`config.mk`:
```
export PLATFORM = sky130hd
export DESIGN_NAME = mt64_ctrl
export DESIGN_NICKNAME = d
export VERILOG_FILES = /design/src/design/mt64_pkg.sv /design/src/design/mt64_ctrl.sv
export SDC_FILE = /design/constraint.sdc
export NUM_CORES = 1
export LEC_CHECK = 0
export BUFFER_PORTS_ARGS = -buffer_cell sky130_fd_sc_hd__buf_4
export CORE_ASPECT_RATIO = 0.7
export CORE_MARGIN = 10
export CORE_UTILIZATION = 25
export CTS_CLUSTER_SIZE = 30
export DETAILED_ROUTE_END_ITERATION = 16
export GPL_ROUTABILITY_DRIVEN = 0
export SETUP_SLACK_MARGIN = 0.4
export SYNTH_ARGS = -nofsm -noshare
export SYNTH_HDL_FRONTEND = slang
export SYNTH_SLANG_ARGS = --single-unit
```
`constraint.sdc`:
```
create_clock -name i_clk -period 3.5 [get_ports i_clk]
set_clock_uncertainty 0.05 [all_clocks]
set_input_delay 0.175 -clock i_clk [delete_from_list [all_inputs] [get_ports i_clk]]
set_output_delay 0.175 -clock i_clk [all_outputs]
set_load 0.005 [all_outputs]
```
`src/design/mt64_pkg.sv`:
```
// ----------------------------------------------------------------------------
// mt64_pkg
// Shared types and constants for the 64-bit Mersenne Twister generator.
// ----------------------------------------------------------------------------
package mt64_pkg;

    // state store geometry
    localparam int unsigned C_STATE_WORDS  = 312;
    localparam int unsigned C_SHIFT_OFFSET = 156;
    localparam int unsigned C_IDX_W        = 9;
    localparam int unsigned C_POS_W        = 9;

    localparam logic [C_IDX_W-1:0] C_LAST_IDX  = C_IDX_W'(C_STATE_WORDS - 1);
    localparam logic [C_IDX_W-1:0] C_SHIFT_IDX = C_IDX_W'(C_SHIFT_OFFSET);
    localparam logic [C_POS_W-1:0] C_POS_TWIST = C_POS_W'(C_STATE_WORDS);
    localparam logic [C_POS_W-1:0] C_POS_UNSEEDED = C_POS_W'(C_STATE_WORDS + 1);

    // recurrence constants
    localparam logic [63:0] C_TWIST_MATRIX = 64'hB5026F5AA96619E9;
    localparam logic [63:0] C_UPPER_MASK   = 64'hFFFFFFFF80000000;
    localparam logic [63:0] C_LOWER_MASK   = 64'h000000007FFFFFFF;
    localparam logic [63:0] C_SEED_MULT    = 64'd6364136223846793005;
    localparam logic [63:0] C_DEFAULT_SEED = 64'd5489;

    // input action codes
    localparam logic C_ACT_DRAW   = 1'b0;
    localparam logic C_ACT_RESEED = 1'b1;

    // write data source for the state store
    typedef enum logic [1:0] {
        WSEL_SEED_IN,
        WSEL_SEED_CALC,
        WSEL_TWIST
    } t_wsel;

    // controller states
    typedef enum logic [2:0] {
        ST_IDLE,
        ST_SEED_MUL,
        ST_SEED_SUM,
        ST_TW_PRIME,
        ST_TW_LOAD,
        ST_TW_READ,
        ST_TW_WRITE,
        ST_DRAW_OUT
    } t_state;

    // controller to datapath commands
    typedef struct packed {
        logic               mem_we;
        logic [C_IDX_W-1:0] waddr;
        t_wsel              wsel;
        logic               rd_en;
        logic [C_IDX_W-1:0] addr_a;
        logic [C_IDX_W-1:0] addr_b;
        logic               seed_init;
        logic               seed_default;
        logic               mul_en;
        logic               sum_en;
        logic               cur_load;
        logic               out_load;
    } t_dp_cmd;

    // datapath to controller status
    typedef struct packed {
        logic out_free;
    } t_dp_status;

endpackage

```
`src/design/mt64_ctrl.sv`:
```
// ----------------------------------------------------------------------------
// mt64_ctrl
// Sequencer for seeding, twisting and drawing; owns the word position.
// ----------------------------------------------------------------------------
module mt64_ctrl
    import mt64_pkg::*;
(
    input  logic        i_clk,
    input  logic        i_rst_n,
    input  logic        i_valid,
    output logic        o_stall,
    input  logic        i_action,
    output t_dp_cmd     o_cmd,
    input  t_dp_status  i_status
);

    t_state             r_state, n_state;
    logic [C_IDX_W-1:0] r_k, n_k;
    logic [C_POS_W-1:0] r_pos, n_pos;
    logic               r_pend, n_pend;

    logic               accept;
    logic [C_IDX_W-1:0] next_idx;
    logic [C_IDX_W-1:0] far_idx;

    assign accept   = i_valid && (r_state == ST_IDLE);
    assign o_stall  = (r_state != ST_IDLE);
    assign next_idx = (r_k == C_LAST_IDX) ? '0 : r_k + 1'b1;
    assign far_idx  = (r_k < C_SHIFT_IDX) ? r_k + C_SHIFT_IDX : r_k - C_SHIFT_IDX;

    // state register
    always_ff @(posedge i_clk) begin
        if (!i_rst_n) begin
            r_state <= ST_IDLE;
            r_k     <= '0;
            r_pos   <= C_POS_UNSEEDED;
            r_pend  <= 1'b0;
        end else begin
            r_state <= n_state;
            r_k     <= n_k;
            r_pos   <= n_pos;
            r_pend  <= n_pend;
        end
    end

    // next state and commands
    always_comb begin
        n_state = r_state;
        n_k     = r_k;
        n_pos   = r_pos;
        n_pend  = r_pend;

        o_cmd.mem_we       = 1'b0;
        o_cmd.waddr        = r_k;
        o_cmd.wsel         = WSEL_TWIST;
        o_cmd.rd_en        = 1'b0;
        o_cmd.addr_a       = next_idx;
        o_cmd.addr_b       = far_idx;
        o_cmd.seed_init    = 1'b0;
        o_cmd.seed_default = 1'b0;
        o_cmd.mul_en       = 1'b0;
        o_cmd.sum_en       = 1'b0;
        o_cmd.cur_load     = 1'b0;
        o_cmd.out_load     = 1'b0;

        case (r_state)
            ST_IDLE: begin
                if (accept) begin
                    if (i_action == C_ACT_RESEED || r_pos == C_POS_UNSEEDED) begin
                        // load word 0 from the seed and start the recurrence
                        o_cmd.seed_init    = 1'b1;
                        o_cmd.seed_default = (i_action != C_ACT_RESEED);
                        o_cmd.mem_we       = 1'b1;
                        o_cmd.waddr        = '0;
                        o_cmd.wsel         = WSEL_SEED_IN;
                        n_k                = C_IDX_W'(1);
                        n_pend             = (i_action != C_ACT_RESEED);
                        n_state            = ST_SEED_MUL;
                    end else if (r_pos == C_POS_TWIST) begin
                        n_pend  = 1'b1;
                        n_state = ST_TW_PRIME;
                    end else begin
                        // fetch the next word to temper
                        o_cmd.rd_en  = 1'b1;
                        o_cmd.addr_a = r_pos[C_IDX_W-1:0];
                        n_pos        = r_pos + 1'b1;
                        n_state      = ST_DRAW_OUT;
                    end
                end
            end

            ST_SEED_MUL: begin
                o_cmd.mul_en = 1'b1;
                n_state      = ST_SEED_SUM;
            end

            ST_SEED_SUM: begin
                o_cmd.sum_en = 1'b1;
                o_cmd.mem_we = 1'b1;
                o_cmd.wsel   = WSEL_SEED_CALC;
                if (r_k == C_LAST_IDX) begin
                    n_pos   = C_POS_TWIST;
                    n_state = r_pend ? ST_TW_PRIME : ST_IDLE;
                end else begin
                    n_k     = r_k + 1'b1;
                    n_state = ST_SEED_MUL;
                end
            end

            ST_TW_PRIME: begin
                o_cmd.rd_en  = 1'b1;
                o_cmd.addr_a = '0;
                n_k          = '0;
                n_state      = ST_TW_LOAD;
            end

            ST_TW_LOAD: begin
                o_cmd.cur_load = 1'b1;
                n_state        = ST_TW_READ;
            end

            ST_TW_READ: begin
                o_cmd.rd_en = 1'b1;
                n_state     = ST_TW_WRITE;
            end

            ST_TW_WRITE: begin
                o_cmd.mem_we   = 1'b1;
                o_cmd.wsel     = WSEL_TWIST;
                o_cmd.cur_load = 1'b1;
                if (r_k == C_LAST_IDX) begin
                    // twist done: fetch word 0 for the pending draw
                    o_cmd.rd_en  = 1'b1;
                    o_cmd.addr_a = '0;
                    n_pos        = C_POS_W'(1);
                    n_pend       = 1'b0;
                    n_state      = ST_DRAW_OUT;
                end else begin
                    n_k     = r_k + 1'b1;
                    n_state = ST_TW_READ;
                end
            end

            ST_DRAW_OUT: begin
                // hold until the output register is free
                if (i_status.out_free) begin
                    o_cmd.out_load = 1'b1;
                    n_state        = ST_IDLE;
                end
            end

            default: begin
                n_state = ST_IDLE;
            end
        endcase
    end

endmodule

```
==> results.json <==
{
  "grt_overflow": 0,
  "grtUsageTotal_pct": 11.0,
  "number_of_max_capacitance_violations_reported": 0,
  "synth_area_leader_cell": "sky130_fd_sc_hd__dfxtp_1",
  "worstSetupPathType": "reg2out",
  "grt.met1_usage_pct": 14.9,
  "cellLeakagePower_nw": 1.01,
  "synth_xor_xnor_area_share_pct": 5.50,
  "yosys-top-cells-area": "sky130_fd_sc_hd__dfxtp_1, sky130_fd_sc_hd__nor2_1, sky130_fd_sc_hd__ha_1",
  "max_slew_margin_pct": 46.8,
  "clk-insertion-delay-late_ns": 0.26,
  "run_status": "complete, no violations",
  "die_y_um": 96.2,
  "syn-cell-area_mm2": 0.00207,
  "multi_input_comb_area_mm2": 0.00143,
  "synth_top_family_by_area": "simple AND/OR/NAND/NOR gates",
  "achievable-frequency_mhz": 360,
  "finalSetupViolations": 0,
  "vias": 2097,
  "synth_nets": 297,
  "crit_fanout": 18,
  "worstSetupStartpointType": "flip-flop",
  "tritoncts": "done",
  "globalRoute.busiestLayer": "met2",
  "use_met3_pct": 2.80,
  "post_route_drc": 0,
  "cts_buffer_depth": 2,
  "die_area_mm2": 0.0124,
  "drt_total_wl_um": 6630,
  "design.core.area_mm2": 0.00797,
  "layout.cells.most_common_list": "sky130_fd_sc_hd__buf_4, sky130_fd_sc_hd__nor2_1, sky130_fd_sc_hd__nand2_1",
  "cts.sinks": 22,
  "category_of_the_worst_setup_path_capture_point": "output port",
  "avgSynthCellArea_um2": 7.32,
  "timing.final.max_slew_violations": 0,
  "cts_setup_buffers": 0,
  "synth-async-reset-ratio_pct": 0,
  "synth_compound_area_share_pct": 25.3,
  "cts.clk_slew.worst_paths_ns": 0.06,
  "finalHoldViolCount": 0,
  "fraction_of_the_mapped_netlist_area_in_simple_logic_gates_pct": 30.8,
  "synth.distinct_cells": 63,
  "post_route_cells_drive_above_1_share_pct": 21.0,
  "synth_top_area_share_pct": 21.3,
  "mux_cell_area_share_after_synthesis_pct": 1.45,
  "top_level_ports": 43,
  "min_path_type": "in2reg",
  "detailedPlacementHpwl_um": 5110,
  "arrival_ns": 2.55,
  "fin_setup_tns_ns": 0,
  "synth_warnings": 0,
  "ctsRootBufferMaster": "sky130_fd_sc_hd__clkbuf_16",
  "route.detailed.wl_per_inst_um": 16.2,
  "core.rowCount": 27,
  "buffer_ports.inserted": 42,
  "final-seq-area_um2": 440,
  "htree_levels": 1,
  "synth-edff-count": 0,
  "synth-main-ff-cell": "sky130_fd_sc_hd__dfxtp_1",
  "layout-area-overhead-vs-synth_pct": 19.9,
  "number_of_nets_still_failing_antenna_checks_after_routing": 0,
  "grt_setup_unrepaired": "false",
  "grt.met2_usage_pct": 16.9,
  "num_antenna_cells": 0,
  "flop_and_latch_count_out_of_synthesis": 22,
  "nets": 324,
  "numCtsBuffers": 3,
  "grt_pass1_vias": 2125,
  "pin_count_of_the_biggest_net_entering_global_routing": 27,
  "firstDrtPassIters": 4,
  "holdBufCountCts": 0,
  "initial_utilization_pct": 26.0,
  "first_iter_violations": 170,
  "power_density_mw_per_mm2": 386,
  "synth_adder_area_share_pct": 5.80,
  "vias_per_cell": 5.11,
  "min_period_ns": 2.78,
  "n_fill_cell": 882,
  "most_common_cell_after_layout_fill_and_taps_aside": "sky130_fd_sc_hd__buf_4",
  "finalCoreUtilization_pct": 31.2,
  "instance_count_of_the_mapped_netlist": 283,
  "antenna_found_initial": 0,
  "grt_first_pass_wirelength_um": 11100,
  "max_slew.worst_pin.slew_ns": 0.796,
  "timing.final.crit_share_pct": 79.4,
  "seq_area_frac_synth_pct": 21.3,
  "vdd.ir_drop.worst_v": 0.000188,
  "total_power_w": 0.000960,
  "chipWidth_um": 129,
  "timing.hold.ws_ns": 0.205,
  "timing.critical_path.required_ns": 3.27
}
[routing by layer]
layer	vias up	part of all wire [%]
met5	-	0
met4	0	0.35
met3	2	5.6
met2	54	44
met1	987	50
li1	1054	-
[cell type report]
cell class,count,area share [%]
clock buffer,4,3.58
inverter,14,2.22
multi-input combinational,223,57.5
sequential,22,17.7
tap,101,5.09
timing repair buffer,46,13.9
[final timing paths]
path | start | endpoint | slack [ns] | cells after the start
worst max-delay path | r_state[0] | o_cmd[15] | 0.72 | 7
worst min-delay path | i_rst_n | r_pos[3] | 0.20 | 2
worst max register to register | r_state[1] | r_k[6] | 0.96 | 6
worst min register to register | r_pos[1] | r_pos[1] | 0.48 | 2
[state kept, by name (all words and copies together), names as in the netlist]
signal,cells
r_pend,1
r_state,3
r_pos,9
r_k,9
[stage by stage]
stage	area [um^2]	worst slack, ns	instances
floorplan	2070	1.27	283
global placement	2390	0.919	406
detailed placement	2390	0.864	406
CTS	2480	0.581	410
global route	2480	0.436	410
finish	2480	0.720	410
[synthesized netlist by cell type, types with 6 or more instances]
cell type                   n
sky130_fd_sc_hd__ha_1       8
sky130_fd_sc_hd__o31ai_1    8
sky130_fd_sc_hd__a31oi_1    6
sky130_fd_sc_hd__nor3_1    10
sky130_fd_sc_hd__clkbuf_1  11
sky130_fd_sc_hd__nand3_1   12
sky130_fd_sc_hd__nand2_1   26
sky130_fd_sc_hd__nor2_1    32
sky130_fd_sc_hd__nor2b_1    8
sky130_fd_sc_hd__a21oi_1   16
sky130_fd_sc_hd__dfxtp_1   22
sky130_fd_sc_hd__o21ai_0   11
sky130_fd_sc_hd__xnor2_1    8
sky130_fd_sc_hd__inv_1     13
[cell families (layout without fill, tap and decap cells)]
family,Yosys count,in the layout
AND/OR/NAND/NOR,120,120
AO/OA/AOI/OAI,78,78
buffers and inverters,38,64
flip-flops,22,22
XOR/XNOR,13,13
adder cells (fa/ha/maj),9,9
multiplexers,3,3
[power breakdown]
group,internal (W),leakage (nW),switching (W)
combinational,0.000163,0.790,0.000210
sequential,0.000268,0.179,0.0000441
clock,0.000175,0.0442,0.000101
[what timing repair did]
| action | in CTS | in global routing |
|---|---|---|
| setup endpoints to repair | 0 | 9 |
| resized for setup | 0 | 1 |
| hold endpoints to repair | 0 | 0 |
[critical path, stage by stage, from the launching register on]
cell	delay [ns]
sky130_fd_sc_hd__dfxtp_1	0.50
sky130_fd_sc_hd__nor3_2	0.38
sky130_fd_sc_hd__inv_4	0.12
sky130_fd_sc_hd__nor3_1	0.41
sky130_fd_sc_hd__and2_2	0.43
sky130_fd_sc_hd__a22oi_1	0.14
sky130_fd_sc_hd__o21ai_1	0.17
sky130_fd_sc_hd__buf_4	0.13
Note: power is estimated with default switching activity, not from simulation.
